`config.mk`:
```
export PLATFORM = sky130hd
export DESIGN_NAME = admittance_mck_integrator
export DESIGN_NICKNAME = d
export VERILOG_FILES = /design/src/rtl/amck_pkg.sv /design/src/rtl/admittance_mck_integrator.sv
export SDC_FILE = /design/constraint.sdc
export NUM_CORES = 2
export LEC_CHECK = 0
export ABC_AREA = 0
export BUFFER_PORTS_ARGS = -buffer_cell sky130_fd_sc_hd__buf_4
export CAP_MARGIN = 20
export CORE_ASPECT_RATIO = 0.75
export CORE_MARGIN = 2
export CORE_UTILIZATION = 44
export CTS_BUF_LIST = sky130_fd_sc_hd__clkbuf_4
export DETAILED_ROUTE_END_ITERATION = 6
export GPL_TIMING_DRIVEN = 1
export SETUP_SLACK_MARGIN = 0.1
export SYNTH_ARGS = -nofsm -noshare
export SYNTH_HDL_FRONTEND = slang
export SYNTH_SLANG_ARGS = --single-unit
export TNS_END_PERCENT = 100
```
`constraint.sdc`:
```
create_clock -name clk -period 8.8 [get_ports clk]
set_clock_uncertainty 0.15 [all_clocks]
set_input_delay 0.88 -clock clk [delete_from_list [all_inputs] [get_ports clk]]
set_output_delay 0.88 -clock clk [all_outputs]
set_load 0.02 [all_outputs]
```
`src/rtl/amck_pkg.sv`:
```
// shared constants, types and register codes for the admittance integrator
`default_nettype none

package amck_pkg;

	localparam int DATA_WIDTH_DEF = 32;
	localparam int FRAC_BITS_DEF  = 16;
	localparam int TIME_FRAC      = 16;
	localparam int FIELD_W        = 32;
	localparam int GAIN_W         = 32;
	localparam int STEP_W         = 16;
	localparam int NUM_AXES       = 3;
	localparam int CFG_IDX_W      = 2;
	localparam int CFG_DATA_W     = 32;

	typedef logic [GAIN_W-1:0]  gain_t;
	typedef logic [STEP_W-1:0]  step_t;
	typedef logic [FIELD_W-1:0] field_t;

	localparam logic [CFG_IDX_W-1:0] REG_INV_MASS  = 2'd0;
	localparam logic [CFG_IDX_W-1:0] REG_DAMPING   = 2'd1;
	localparam logic [CFG_IDX_W-1:0] REG_SPRING    = 2'd2;
	localparam logic [CFG_IDX_W-1:0] REG_TIME_STEP = 2'd3;

	localparam gain_t INV_MASS_RST  = 32'd2184533;
	localparam gain_t DAMPING_RST   = 32'd6554;
	localparam gain_t SPRING_RST    = 32'd0;
	localparam step_t TIME_STEP_RST = 16'd655;

endpackage

`default_nettype wire

```
`src/rtl/admittance_mck_integrator.sv`:
```
// three-axis mass-damper-spring admittance integrator with a bit-serial multiplier
// in_stall stays high until the previous result is registered; the work runs on the shared shift-add multiplier
//   that takes one multiplier bit per cycle, five products per axis, three axes in turn
// a new item is accepted while the previous result still waits on out_stall
// reset: velocity and offset clear to zero, gains return to their defaults, no item pending
`default_nettype none

module admittance_mck_integrator import amck_pkg::*; #(
	parameter int DATA_WIDTH = DATA_WIDTH_DEF,
	parameter int FRAC_BITS  = FRAC_BITS_DEF
) (
	input  wire logic                         clk,
	input  wire logic                         arst_n,
	input  wire logic                         in_valid,
	output logic                              in_stall,
	input  wire logic signed [FIELD_W-1:0]    force_x,
	input  wire logic signed [FIELD_W-1:0]    force_y,
	input  wire logic signed [FIELD_W-1:0]    force_z,
	input  wire logic signed [FIELD_W-1:0]    pose_x,
	input  wire logic signed [FIELD_W-1:0]    pose_y,
	input  wire logic signed [FIELD_W-1:0]    pose_z,
	output logic                              out_valid,
	input  wire logic                         out_stall,
	output logic signed [FIELD_W-1:0]         target_x,
	output logic signed [FIELD_W-1:0]         target_y,
	output logic signed [FIELD_W-1:0]         target_z,
	output logic                              saturated,
	input  wire logic                         cfg_write,
	input  wire logic [CFG_IDX_W-1:0]         cfg_index,
	input  wire logic [CFG_DATA_W-1:0]        cfg_data
);

	localparam int DW  = DATA_WIDTH;
	localparam int EW  = DW + 1;
	localparam int IW  = ((DW > FIELD_W + 1) ? DW : FIELD_W + 1) + 1;
	localparam int TW  = (DW > FIELD_W) ? DW : FIELD_W;
	localparam int HW  = GAIN_W + 1;
	localparam int PW  = DW + GAIN_W;
	localparam int PW1 = PW + 1;
	localparam int CW  = $clog2(DW + 1);

	localparam logic signed [DW-1:0] MAXV = {1'b0, {(DW-1){1'b1}}};
	localparam logic signed [DW-1:0] MINV = {1'b1, {(DW-1){1'b0}}};
	localparam field_t OUT_MAX = {1'b0, {(FIELD_W-1){1'b1}}};
	localparam field_t OUT_MIN = {1'b1, {(FIELD_W-1){1'b0}}};
	localparam logic [PW:0] RND_F   = PW1'(1) << (FRAC_BITS - 1);
	localparam logic [PW:0] RND_T   = PW1'(1) << (TIME_FRAC - 1);
	localparam logic [PW:0] LIM_POS = PW1'(MAXV);
	localparam logic [1:0]  AXIS_LAST = 2'(NUM_AXES - 1);

	localparam logic [2:0] ST_IDLE = 3'd0;
	localparam logic [2:0] ST_RUN  = 3'd1;
	localparam logic [2:0] ST_MUL  = 3'd2;
	localparam logic [2:0] ST_RND  = 3'd3;
	localparam logic [2:0] ST_FIN  = 3'd4;

	localparam logic [3:0] PH_DV   = 4'd0;
	localparam logic [3:0] PH_NET1 = 4'd1;
	localparam logic [3:0] PH_KP   = 4'd2;
	localparam logic [3:0] PH_NET2 = 4'd3;
	localparam logic [3:0] PH_ACC  = 4'd4;
	localparam logic [3:0] PH_DVEL = 4'd5;
	localparam logic [3:0] PH_VEL  = 4'd6;
	localparam logic [3:0] PH_DPOS = 4'd7;
	localparam logic [3:0] PH_POS  = 4'd8;

	function automatic logic add_ovf(input logic signed [EW-1:0] x);
		return x[EW-1] != x[EW-2];
	endfunction

	function automatic logic signed [DW-1:0] add_sat(input logic signed [EW-1:0] x);
		logic signed [DW-1:0] y;
		if (x[EW-1] != x[EW-2]) begin
			y = x[EW-1] ? MINV : MAXV;
		end else begin
			y = x[DW-1:0];
		end
		return y;
	endfunction

	function automatic logic in_ovf(input logic signed [IW-1:0] x);
		logic [IW-DW:0] top;
		top = x[IW-1:DW-1];
		return !((&top) || !(|top));
	endfunction

	function automatic logic signed [DW-1:0] in_sat(input logic signed [IW-1:0] x);
		logic signed [DW-1:0] y;
		if (in_ovf(x)) begin
			y = x[IW-1] ? MINV : MAXV;
		end else begin
			y = x[DW-1:0];
		end
		return y;
	endfunction

	function automatic logic out_ovf(input logic signed [TW-1:0] x);
		logic [TW-FIELD_W:0] top;
		top = x[TW-1:FIELD_W-1];
		return !((&top) || !(|top));
	endfunction

	function automatic field_t out_sat(input logic signed [TW-1:0] x);
		field_t y;
		if (out_ovf(x)) begin
			y = x[TW-1] ? OUT_MIN : OUT_MAX;
		end else begin
			y = x[FIELD_W-1:0];
		end
		return y;
	endfunction

	// configuration
	gain_t inv_mass_q, damping_q, spring_q;
	step_t time_step_q;

	// control
	logic [2:0]    state_q;
	logic [3:0]    ph_q;
	logic [1:0]    axis_q;
	logic [CW-1:0] cnt_q;
	logic          out_valid_q;

	// integrator state
	logic signed [DW-1:0] vel_q [NUM_AXES];
	logic signed [DW-1:0] off_q [NUM_AXES];

	// datapath
	logic signed [DW-1:0] force_q [NUM_AXES];
	logic signed [DW-1:0] pose_q [NUM_AXES];
	logic signed [DW-1:0] t_q, mres_q;
	logic [PW:0]          prod_q;
	logic                 neg_q, tsel_q, sat_q;
	gain_t                b_q;
	field_t               tgt_q [NUM_AXES];
	logic                 sat_out_q;

	// input capture with remap x <- fy, y <- fx, z <- -fz
	logic signed [IW-1:0] in_f_e [NUM_AXES];
	logic signed [IW-1:0] in_p_e [NUM_AXES];
	logic signed [DW-1:0] in_f [NUM_AXES];
	logic signed [DW-1:0] in_p [NUM_AXES];
	logic                 in_clip;

	always_comb begin
		in_f_e[0] = IW'(force_y);
		in_f_e[1] = IW'(force_x);
		in_f_e[2] = -IW'(force_z);
		in_p_e[0] = IW'(pose_x);
		in_p_e[1] = IW'(pose_y);
		in_p_e[2] = IW'(pose_z);
		in_clip = 1'b0;
		for (int i = 0; i < NUM_AXES; i++) begin
			in_f[i] = in_sat(in_f_e[i]);
			in_p[i] = in_sat(in_p_e[i]);
			in_clip = in_clip | in_ovf(in_f_e[i]) | in_ovf(in_p_e[i]);
		end
	end

	// phase decode
	logic signed [DW-1:0] v_cur, p_cur, f_cur;
	logic signed [DW-1:0] mul_a, add_x, add_y;
	gain_t                mul_b;
	logic                 mul_t, is_mul, is_add, add_sub;
	logic [3:0]           ph_nxt;

	always_comb begin
		v_cur = vel_q[axis_q];
		p_cur = off_q[axis_q];
		f_cur = force_q[axis_q];
		mul_a = v_cur;
		mul_b = damping_q;
		mul_t = 1'b0;
		is_mul = 1'b0;
		is_add = 1'b0;
		add_sub = 1'b0;
		add_x = v_cur;
		add_y = mres_q;
		ph_nxt = PH_DV;
		unique case (ph_q)
			PH_DV: begin
				is_mul = 1'b1;
				ph_nxt = PH_NET1;
			end
			PH_NET1: begin
				is_add = 1'b1;
				add_sub = 1'b1;
				add_x = f_cur;
				ph_nxt = PH_KP;
			end
			PH_KP: begin
				is_mul = 1'b1;
				mul_a = p_cur;
				mul_b = spring_q;
				ph_nxt = PH_NET2;
			end
			PH_NET2: begin
				is_add = 1'b1;
				add_sub = 1'b1;
				add_x = t_q;
				ph_nxt = PH_ACC;
			end
			PH_ACC: begin
				is_mul = 1'b1;
				mul_a = t_q;
				mul_b = inv_mass_q;
				ph_nxt = PH_DVEL;
			end
			PH_DVEL: begin
				is_mul = 1'b1;
				mul_a = mres_q;
				mul_b = GAIN_W'(time_step_q);
				mul_t = 1'b1;
				ph_nxt = PH_VEL;
			end
			PH_VEL: begin
				is_add = 1'b1;
				ph_nxt = PH_DPOS;
			end
			PH_DPOS: begin
				is_mul = 1'b1;
				mul_b = GAIN_W'(time_step_q);
				mul_t = 1'b1;
				ph_nxt = PH_POS;
			end
			PH_POS: begin
				is_add = 1'b1;
				add_x = p_cur;
				ph_nxt = PH_DV;
			end
			default: begin
				ph_nxt = PH_DV;
			end
		endcase
	end

	// saturating adder
	logic signed [EW-1:0] add_e;
	logic signed [DW-1:0] add_res;
	logic                 add_clip;

	always_comb begin
		add_e = add_sub ? (EW'(add_x) - EW'(add_y)) : (EW'(add_x) + EW'(add_y));
		add_res = add_sat(add_e);
		add_clip = add_ovf(add_e);
	end

	// shift-add multiplier: one multiplier bit per cycle into an accumulator one bit wider than the gain
	logic              mul_neg;
	logic [DW-1:0]     mul_mag;
	logic [HW-1:0]     acc_sum;
	logic [PW:0]       step_d;

	always_comb begin
		mul_neg = mul_a[DW-1];
		mul_mag = mul_neg ? (~mul_a + 1'b1) : mul_a;
		acc_sum = prod_q[PW:DW] + (prod_q[0] ? HW'(b_q) : HW'(0));
		step_d = {1'b0, acc_sum, prod_q[DW-1:1]};
	end

	// round half away from zero, drop the fraction, clamp the magnitude
	logic [PW:0]          rsum, rq, rlim, rqc;
	logic                 rnd_clip;
	logic [DW-1:0]        rmag;
	logic signed [DW-1:0] mres_d;

	always_comb begin
		rsum = {1'b0, prod_q[PW-1:0]} + (tsel_q ? RND_T : RND_F);
		rq = tsel_q ? (rsum >> TIME_FRAC) : (rsum >> FRAC_BITS);
		rlim = LIM_POS + PW1'(neg_q);
		rnd_clip = rq > rlim;
		rqc = rnd_clip ? rlim : rq;
		rmag = rqc[DW-1:0];
		mres_d = neg_q ? (~rmag + 1'b1) : rmag;
	end

	// targets from pose and new offsets
	logic signed [EW-1:0] fin_e [NUM_AXES];
	logic signed [TW-1:0] fin_t [NUM_AXES];
	field_t               fin_tgt [NUM_AXES];
	logic                 fin_clip;

	always_comb begin
		fin_clip = 1'b0;
		for (int i = 0; i < NUM_AXES; i++) begin
			fin_e[i] = EW'(pose_q[i]) + EW'(off_q[i]);
			fin_t[i] = TW'(add_sat(fin_e[i]));
			fin_tgt[i] = out_sat(fin_t[i]);
			fin_clip = fin_clip | add_ovf(fin_e[i]) | out_ovf(fin_t[i]);
		end
	end

	logic take_in, mul_go, add_go, rnd_go, fin_go;

	always_comb begin
		take_in = (state_q == ST_IDLE) && in_valid;
		mul_go = (state_q == ST_RUN) && is_mul;
		add_go = (state_q == ST_RUN) && is_add;
		rnd_go = (state_q == ST_RND);
		fin_go = (state_q == ST_FIN) && (!out_valid_q || !out_stall);
	end

	always_ff @(posedge clk or negedge arst_n) begin
		if (!arst_n) begin
			inv_mass_q <= INV_MASS_RST;
			damping_q <= DAMPING_RST;
			spring_q <= SPRING_RST;
			time_step_q <= TIME_STEP_RST;
		end else if (cfg_write) begin
			unique case (cfg_index)
				REG_INV_MASS:  inv_mass_q <= cfg_data;
				REG_DAMPING:   damping_q <= cfg_data;
				REG_SPRING:    spring_q <= cfg_data;
				REG_TIME_STEP: time_step_q <= cfg_data[STEP_W-1:0];
			endcase
		end
	end

	always_ff @(posedge clk or negedge arst_n) begin
		if (!arst_n) begin
			state_q <= ST_IDLE;
			ph_q <= PH_DV;
			axis_q <= '0;
			cnt_q <= '0;
			out_valid_q <= 1'b0;
			for (int i = 0; i < NUM_AXES; i++) begin
				vel_q[i] <= '0;
				off_q[i] <= '0;
			end
		end else begin
			// a new result replacing the one taken this cycle keeps valid high
			if (out_valid_q && !out_stall && !fin_go) begin
				out_valid_q <= 1'b0;
			end
			unique case (state_q)
				ST_IDLE: begin
					if (take_in) begin
						axis_q <= '0;
						ph_q <= PH_DV;
						state_q <= ST_RUN;
					end
				end
				ST_RUN: begin
					ph_q <= ph_nxt;
					if (is_mul) begin
						cnt_q <= CW'(DW);
						state_q <= ST_MUL;
					end
					if (ph_q == PH_VEL) begin
						vel_q[axis_q] <= add_res;
					end
					if (ph_q == PH_POS) begin
						off_q[axis_q] <= add_res;
						if (axis_q == AXIS_LAST) begin
							state_q <= ST_FIN;
						end else begin
							axis_q <= axis_q + 2'd1;
						end
					end
				end
				ST_MUL: begin
					cnt_q <= cnt_q - CW'(1);
					if (cnt_q == CW'(1)) begin
						state_q <= ST_RND;
					end
				end
				ST_RND: begin
					state_q <= ST_RUN;
				end
				ST_FIN: begin
					if (fin_go) begin
						out_valid_q <= 1'b1;
						state_q <= ST_IDLE;
					end
				end
				default: begin
					state_q <= ST_IDLE;
				end
			endcase
		end
	end

	always_ff @(posedge clk) begin
		if (take_in) begin
			for (int i = 0; i < NUM_AXES; i++) begin
				force_q[i] <= in_f[i];
				pose_q[i] <= in_p[i];
			end
		end
		if (mul_go) begin
			prod_q <= PW1'(mul_mag);
			neg_q <= mul_neg;
			b_q <= mul_b;
			tsel_q <= mul_t;
		end else if (state_q == ST_MUL) begin
			prod_q <= step_d;
		end
		if (rnd_go) begin
			mres_q <= mres_d;
		end
		if (add_go && (ph_q == PH_NET1 || ph_q == PH_NET2)) begin
			t_q <= add_res;
		end
		priority if (take_in) begin
			sat_q <= in_clip;
		end else if (rnd_go) begin
			sat_q <= sat_q | rnd_clip;
		end else if (add_go) begin
			sat_q <= sat_q | add_clip;
		end
		if (fin_go) begin
			for (int i = 0; i < NUM_AXES; i++) begin
				tgt_q[i] <= fin_tgt[i];
			end
			sat_out_q <= sat_q | fin_clip;
		end
	end

	assign in_stall = (state_q != ST_IDLE);
	assign out_valid = out_valid_q;
	assign target_x = tgt_q[0];
	assign target_y = tgt_q[1];
	assign target_z = tgt_q[2];
	assign saturated = sat_out_q;

	a_out_from_fin: assert property (@(posedge clk) disable iff (!arst_n)
		$rose(out_valid) |-> $past(state_q) == ST_FIN)
		else $error("result raised outside the final step");

	a_mul_count: assert property (@(posedge clk) disable iff (!arst_n)
		(state_q == ST_MUL) |-> (cnt_q != '0 && cnt_q <= CW'(DW)))
		else $error("multiplier bit count out of range");

	a_accept_start: assert property (@(posedge clk) disable iff (!arst_n)
		(in_valid && !in_stall) |=> (state_q == ST_RUN && ph_q == PH_DV && axis_q == '0))
		else $error("accepted item did not start at the first axis");

endmodule

`default_nettype wire
```
Word-level counts from Yosys, hierarchy flattened
Memory sizes are Yosys's and may differ from the RTL's.
Index checks and enable logic that the tools add are counted.
{"block": "word_totals", "regBits": 483, "mem_bits_rw": 288, "input_bits": 231, "out_inout_bits": 99, "wordCells": 176, "mem_count": 3}
{"name": "force_q", "depth": 3, "width": 32, "read_ports": 1, "rd_ports_with_merged_regs": 0, "wr": 3, "line_no": "admittance_mck_integrator.sv:129", "source": "logic signed [DW-1:0] force_q [NUM_AXES];"}
{"name": "pose_q", "depth": 3, "width": 32, "read_ports": 3, "rd_ports_with_merged_regs": 0, "wr": 3, "line_no": "admittance_mck_integrator.sv:130", "source": "logic signed [DW-1:0] pose_q [NUM_AXES];"}
{"name": "tgt_q", "depth": 3, "width": 32, "read_ports": 3, "rd_ports_with_merged_regs": 0, "wr": 3, "line_no": "admittance_mck_integrator.sv:135", "source": "field_t tgt_q [NUM_AXES];"}
{"block": "classes", "n_addsub": 13, "n_lt_le_gt_ge": 3, "eq_ne": 27, "mux": 59, "n_bitwise": 8, "n_reduce_logical": 40}
{"operator": "two-way mux 32 bit", "count": 21}
{"operator": "case mux 32 bit (3 select lines)", "count": 3}
{"operator": "bitwise mux 96 bit", "count": 2}
{"operator": "adder 32 x 32 -> 33 bit", "count": 5}
{"operator": "binary-select mux 32 bit (select 2 bit)", "count": 2}
{"operator": "adder 64 x 16 -> 65 bit (second input constant)", "count": 1}
{"operator": "adder 32 x 1 -> 32 bit (second input constant)", "count": 2}
{"operator": "demux 32 bit (select 2 bit)", "count": 1}
{"operator": "inverter 32 bit", "count": 2}
{"operator": "greater-than comparator 49 x 32 -> 1 bit", "count": 1}
{"operator": "negator 32 -> 34 bit", "count": 1}
{"operator": "two-way mux 33 bit", "count": 1}
{"operator": "subtractor 32 x 32 -> 33 bit", "count": 1}
{"operator": "adder 31 x 1 -> 32 bit (first input constant)", "count": 1}
{"operator": "case mux 4 bit (8 select lines)", "count": 1}
{"operator": "two-way mux 3 bit", "count": 6}
{"operator": "== test 4 x 3 -> 1 bit (second input constant)", "count": 4}
{"operator": "AND reduction 2 bit", "count": 8}
{"operator": "case mux 3 bit (5 select lines)", "count": 1}
{"operator": "two-way mux 1 bit", "count": 13}
{"operator": "case mux 6 bit (2 select lines)", "count": 1}
{"operator": "!= test 2 bit (second input constant)", "count": 5}
{"operator": "== test 4 x 2 -> 1 bit (second input constant)", "count": 2}
{"operator": "logical AND 1 bit", "count": 8}
{"operator": "34 further kinds", "count": 57}

Longest topological paths before layout
{"block": "depth", "ltp_word": 12, "ltp_mapped": 29, "depth_no_buf": 28}

Worst setup path after synthesis
OpenSTA, ideal clock, no wires.
{"block": "synth_path", "path_type": "flip-flop to flip-flop", "start": "reg axis_q[1]", "end": "reg sat_q, data pin", "setup_ns": 0.257, "arrival_ns": 6.078, "required_time_ns": 8.393, "path_slack_ns": 2.316, "stages_incl_launch_ff": 29, "path_buffers": 8, "synth_period_minus_slack_ns": 6.484, "cell_sequence": "dfrtp_1 buf_2 buf_2 buf_1 buf_2 clkbuf_1 clkbuf_1 clkbuf_1 nand2_1 o21ai_0 a221oi_1 o21ai_0 nand2_1 ha_1 fa_1 nand2b_1 a21oi_1 a211oi_2 a31oi_1 a221oi_2 o31ai_1 a311oi_2 o21ai_1 xnor2_1 inv_2 nand2_1 clkbuf_1 a21oi_1 o22a_1"}
{"block": "synth_via", "elab_chain_cells": 12, "word_cells_on_any_way": 17, "classes_between": "2 x add/sub; 1 x eq/ne; 11 x mux; 2 x bitwise; 1 x memory"}
{"element": "from (decl)", "line_no": "admittance_mck_integrator.sv:120", "source": "logic [1:0] axis_q;"}
{"element": "from (signal assigned)", "line_no": "admittance_mck_integrator.sv:357", "source": "axis_q <= axis_q + 2'd1;"}
{"element": "inverter 2 -> 3 bit (not written as such)", "line_no": "admittance_mck_integrator.sv:168, admittance_mck_integrator.sv:169"}
{"element": "binary-select mux 32 bit (select 2 bit), on equally long branches", "line_no": "admittance_mck_integrator.sv:168, admittance_mck_integrator.sv:169"}
{"element": "two-way mux 32 bit, on equally long branches (2 in series)", "line_no": "admittance_mck_integrator.sv:168, admittance_mck_integrator.sv:169"}
{"element": "case mux 32 bit (3 select lines) (*)", "line_no": "admittance_mck_integrator.sv:180", "source": "unique case (ph_q)"}
{"element": "adder 32 x 32 -> 33 bit / subtractor 32 x 32 -> 33 bit (equally long branches)", "line_no": "admittance_mck_integrator.sv:243", "source": "add_e = add_sub ? (EW'(add_x) - EW'(add_y)) : (EW'(add_x) + EW'(add_y));"}
{"element": "two-way mux 33 bit (*)", "line_no": "admittance_mck_integrator.sv:243"}
{"element": "!= test 1 bit (*)", "line_no": "admittance_mck_integrator.sv:68", "source": "return x[EW-1] != x[EW-2];"}
{"element": "bitwise OR 1 bit (*)", "line_no": "admittance_mck_integrator.sv:409", "source": "sat_q <= sat_q | add_clip;"}
{"element": "two-way mux 1 bit (*)", "line_no": "admittance_mck_integrator.sv:408", "source": "end else if (add_go) begin"}
{"element": "two-way mux 1 bit (*)", "line_no": "admittance_mck_integrator.sv:406", "source": "end else if (rnd_go) begin"}
{"element": "two-way mux 1 bit (*)", "line_no": "admittance_mck_integrator.sv:404", "source": "priority if (take_in) begin"}
{"element": "to (signal assigned)", "line_no": "admittance_mck_integrator.sv:405", "source": "sat_q <= in_clip;"}
{"element": "to (signal assigned)", "line_no": "admittance_mck_integrator.sv:407", "source": "sat_q <= sat_q | rnd_clip;"}
{"element": "to (signal assigned)", "line_no": "admittance_mck_integrator.sv:409"}
{"element": "to (decl)", "line_no": "admittance_mck_integrator.sv:133", "source": "logic neg_q, tsel_q, sat_q;"}
Mark *: on every way between the ends. The rest lies on a longest branch, timed or not. The select of a mux whose other input is x is not followed.
A chain may end at the register's enable or synchronous reset.

Worst setup path in the final report
{"block": "layout_path", "start": "reg prod_q[17]", "end": "reg mres_q[30], in the netlist add_y[30], data pin"}
{"block": "layout_via", "elab_chain_cells": 6}
{"element": "from (decl)", "line_no": "admittance_mck_integrator.sv:132", "source": "logic [PW:0] prod_q;"}
{"element": "from (signal assigned)", "line_no": "admittance_mck_integrator.sv:391", "source": "prod_q <= PW1'(mul_mag);"}
{"element": "from (signal assigned)", "line_no": "admittance_mck_integrator.sv:396", "source": "prod_q <= step_d;"}
{"element": "adder 64 x 16 -> 65 bit (*)", "line_no": "admittance_mck_integrator.sv:268", "source": "rsum = {1'b0, prod_q[PW-1:0]} + (tsel_q ? RND_T : RND_F);"}
{"element": "greater-than comparator 49 x 32 -> 1 bit", "line_no": "admittance_mck_integrator.sv:271", "source": "rnd_clip = rq > rlim;"}
{"element": "two-way mux 32 bit (*)", "line_no": "admittance_mck_integrator.sv:272", "source": "rqc = rnd_clip ? rlim : rq;"}
{"element": "inverter 32 bit", "line_no": "admittance_mck_integrator.sv:274", "source": "mres_d = neg_q ? (~rmag + 1'b1) : rmag;"}
{"element": "adder 32 x 1 -> 32 bit", "line_no": "admittance_mck_integrator.sv:274"}
{"element": "two-way mux 32 bit (*)", "line_no": "admittance_mck_integrator.sv:274"}
{"element": "via mres_d[30]", "line_no": "admittance_mck_integrator.sv:265", "source": "logic signed [DW-1:0] mres_d;"}
{"element": "to (signal assigned)", "line_no": "admittance_mck_integrator.sv:399", "source": "mres_q <= mres_d;"}
{"element": "to (decl)", "line_no": "admittance_mck_integrator.sv:131", "source": "logic signed [DW-1:0] t_q, mres_q;"}
The timed path passes the listed nets; every way through them passes the cells marked *.

==> impl_summary.log <==
[metrics] run status: complete, no violations
[metrics] number of cells produced by synthesis: 4240
[metrics] clock latency reported for the late side of the worst-skew pair: roughly 1.2 ns
[metrics] worst ir drop on vdd: 0.5602 mV
[metrics] commonest non-fill, non-tap cell in the layout: nand2_1
[metrics] hold crit path type: in2reg
[metrics] number of max-cap violations: 0
[metrics] final global-route overflow total: 0
[metrics] die width: ~370 µm
[metrics] top cells by area, synth: edfxtp_1, dfrtp_1, ha_1
[metrics] fraction of layout cells with a size suffix above 1: 0.1934
[metrics] clock root buffer: clkbuf_4
[metrics] Worst Hold Depth: 4
[metrics] element type at the critical path end: flop
[metrics] synthesized area per cell: 10.26 µm²
[metrics] switching power summed over all nets: 10.18 mW
[metrics] Yosys top cell area share: 0.2894
[metrics] overall routing resource usage: 0.2619
[metrics] hold_buf cts: 233
[metrics] number of global-route vias before repair: 33352
[metrics] highest-count cells in the layout ignoring fill and taps: nand2_1, o21ai_0, edfxtp_1
[metrics] worst slew pin tran: 1.091 ns
[metrics] overall power consumption: 20.76 mW
[metrics] # port buffers: 329
[metrics] overall via count from detail_route: 35315
[metrics] area added between synthesis and finish: 20.46%
[metrics] share of flip-flops with an asynchronous set or reset: 0.4150
[metrics] number of rows in the core area: 99
[metrics] combinational share of power: 0.560
[metrics] worst slew margin relative to its limit: 0.2728
[metrics] Cell Pwr Density: 396.4 nW/µm²
[metrics] Final #Nets: 5300
[metrics] Critical Path RT: 9.44 ns
[metrics] number of buffers created by CTS: 198
[metrics] average wire per standard cell: between 20 and 25 µm
[metrics] DRC Markers: 0
[metrics] Worst setup endpoint: add_y[30]
[metrics] wire length of the first global-routing pass: 204700 µm
[metrics] Synth Warn #: 0
[metrics] biggest fanout along the worst timing path: 8
[metrics] R2R depth: 25
[metrics] antenna-violating nets left: 0
[metrics] # Post-CTS Setup Buffers: 0
[metrics] Pins Over Slew Limit: 0
[metrics] highest clock frequency the design can meet: about 130 MHz
[metrics] HPWL Detailed: 95920 µm
[metrics] setup TNS after final layout: 0 ns
[metrics] worst-case clock buffer depth: 3
[metrics] fraction of power consumed by sequential logic: 0.284
[metrics] Reg2Reg Capture Point: add_y[30]
[metrics] setup-violating endpoint count in the final report: 0
[metrics] cell accounting for the most synthesized area: edfxtp_1
[metrics] gpl congestion: 0.9540
[metrics] combined area of all synthesized cells: 43480 µm²
[metrics] router iterations before antenna repair: 6
[metrics] final hold slack: 0.1350 ns
[metrics] via-per-instance ratio: 5.563
[metrics] post-CTS sizing: 0
[metrics] starting density of the core: 0.4455
[metrics] LEAKAGE: about 22 nW
[metrics] net count of the mapped netlist: 4678
[metrics] number of primary I/O pins: 330
[metrics] die area: 101400 µm²
[metrics] leading register cell type out of synthesis: edfxtp_1
[metrics] CP startpoint: prod_q[17]
[metrics] Core Box Area: 97610 µm²
[metrics] Die Height: 276.2 µm
[metrics] TritonCTS clock tree: done
[metrics] clock network fraction of total power: 0.156
[metrics] Starting DRT DRC Count: 3819
[metrics] Final Cycle Share: 0.8715
[metrics] Clock transition at path regs: 0.07 ns
[metrics] register-to-register path setup slack: 1.13 ns
[metrics] part of the Yosys area used for sequential elements: 0.4889
[metrics] number of filler cells placed in the layout: 8832
[metrics] pin count of the biggest net entering global routing: 129
[metrics] Num Clock Sinks: 771
[metrics] number of register bits inferred by synthesis: 771
[metrics] switching part of the total: 0.4905
[metrics] Setup CP Type: reg2reg
[metrics] CTS H-tree depth: 4
[metrics] final routed wirelength across all metal layers: 135300 µm
[metrics] Internal Pwr Total: 10.58 mW
[metrics] placed cell count: 5741
[metrics] minimum period implied by the final worst setup slack: 7.669 ns
[metrics] setup repair after global routing missed its margin: false
[metrics] initial antenna violation count: 2
[metrics] Final Hold Vio Count: 0
[metrics] number of synthesized flops with an enable pin: 419
[metrics] Critical R2R Launch: prod_q[17]
[metrics] worst path arrival time: 8.31 ns
[metrics] final core utilization: 0.5366
[metrics] Cell variety after synth: between 100 and 150
[metrics] post-route insts no fill: 6348
[metrics] Worst setup SP type: flop
-- power groups by stage --
stage	sequential [mW]	combinational, mW	clock [mW]
floorplan	5.62	7.67	0
finish	5.89	11.6	3.24
CTS	5.86	11.4	3.34
global placement	5.92	11.2	0
global route	5.96	12.7	3.52
detailed placement	5.91	11.3	0
-- how the worst min path moves through the flow --
stage / startpoint / end / slack [ns]
global route: force_z[5] / force_q[2][7] / 0.13
floorplan: vel_q[15] / vel_q[15] / 0.29
finish: force_z[5] / force_q[2][6] / 0.13
detailed placement: vel_q[81] / vel_q[81] / 0.32
global placement: vel_q[16] / vel_q[16] / 0.31
CTS: force_z[5] / force_q[2][7] / 0.008
-- Yosys cell counts, types with 39 or more instances --
| master | instances |
|---|---|
| nor2_1 | 210 |
| dfrtp_1 | 297 |
| a222oi_1 | 39 |
| mux2_2 | 152 |
| inv_1 | 148 |
| mux2i_1 | 98 |
| edfxtp_1 | 419 |
| xnor2_1 | 140 |
| clkbuf_1 | 161 |
| a21o_1 | 94 |
| and2_1 | 43 |
| nand2_1 | 511 |
| xor2_1 | 123 |
| o21ai_0 | 496 |
| ha_1 | 202 |
| a21oi_1 | 260 |
| nand2b_1 | 44 |
| nor3_1 | 66 |
| nand3_1 | 67 |
-- per-stage QoR --
step	cell area [µm²]	worst slack (ns)
6_report	52380	1.131
5_1_grt	52370	0.5366
4_1_cts	52340	1.178
3_5_place_dp	47370	1.220
3_3_place_gp	47360	1.125
2_1_floorplan	43480	2.316
-- critical path, cell delays in order, from the launching register on --
cell	delay (ns)
edfxtp_1	0.48
nand4_1	0.50
nor4_2	0.95
and4_1	0.40
nand2_1	0.09
xor2_1	0.34
inv_1	0.16
ha_1	0.33
nand4_1	0.11
nor4_1	0.50
nand3_1	0.25
nand2_1	0.14
o21ai_0	0.09
nor4b_1	0.23
nand4_1	0.15
a211o_1	0.39
o21ai_0	0.28
ha_1	0.27
nand4_1	0.30
nor4_1	0.28
nand2_1	0.16
nor2_1	0.26
nand2_1	0.15
o21ai_0	0.17
a21oi_1	0.08
a21boi_0	0.14
-- cell type report --
cell class | instances | area, µm² | share of cell area
Antenna cell | 8 | 20.02 | 0.0003822
Sequential cell | 771 | 21270 | 0.4060
Clock inverter | 63 | 372.9 | 0.007118
Timing Repair Buffer | 620 | 5286 | 0.1009
Inverter | 149 | 566.8 | 0.01082
Clock buffer | 302 | 2267 | 0.04328
Tap cell | 1313 | 1643 | 0.03136
Multi-Input combinational cell | 3122 | 20960 | 0.4001
-- cells by family after synthesis --
family,count (synthesis),share of synthesized area
multiplexers,251,0.06218
AND/OR/NAND/NOR,1124,0.1202
adder cells (fa/ha/maj),230,0.06578
XOR/XNOR,263,0.05297
flip-flops,771,0.4889
AO/OA/AOI/OAI,1254,0.1788
buffers and inverters,347,0.03122
-- sequential cells by signal (all words and copies together), names as in the netlist, 16 cells and up --
name         count
spring_q        32
off_q           96
tgt_q           96
inv_mass_q      32
prod_q          64
time_step_q     16
t_q             32
pose_q          96
damping_q       32
force_q         96
b_q             32
add_y           32
vel_q           96
-- routing by layer --
layer  track usage  wire, µm  vias to the layer above
li1              -         -                    16945
met1        0.3937     64220                    16972
met2        0.3785     58000                     1231
met3       0.05503     10440                      167
met4       0.07440      2642                        0
met5             0         0                        -
Note: power is estimated with default switching activity, not from simulation.
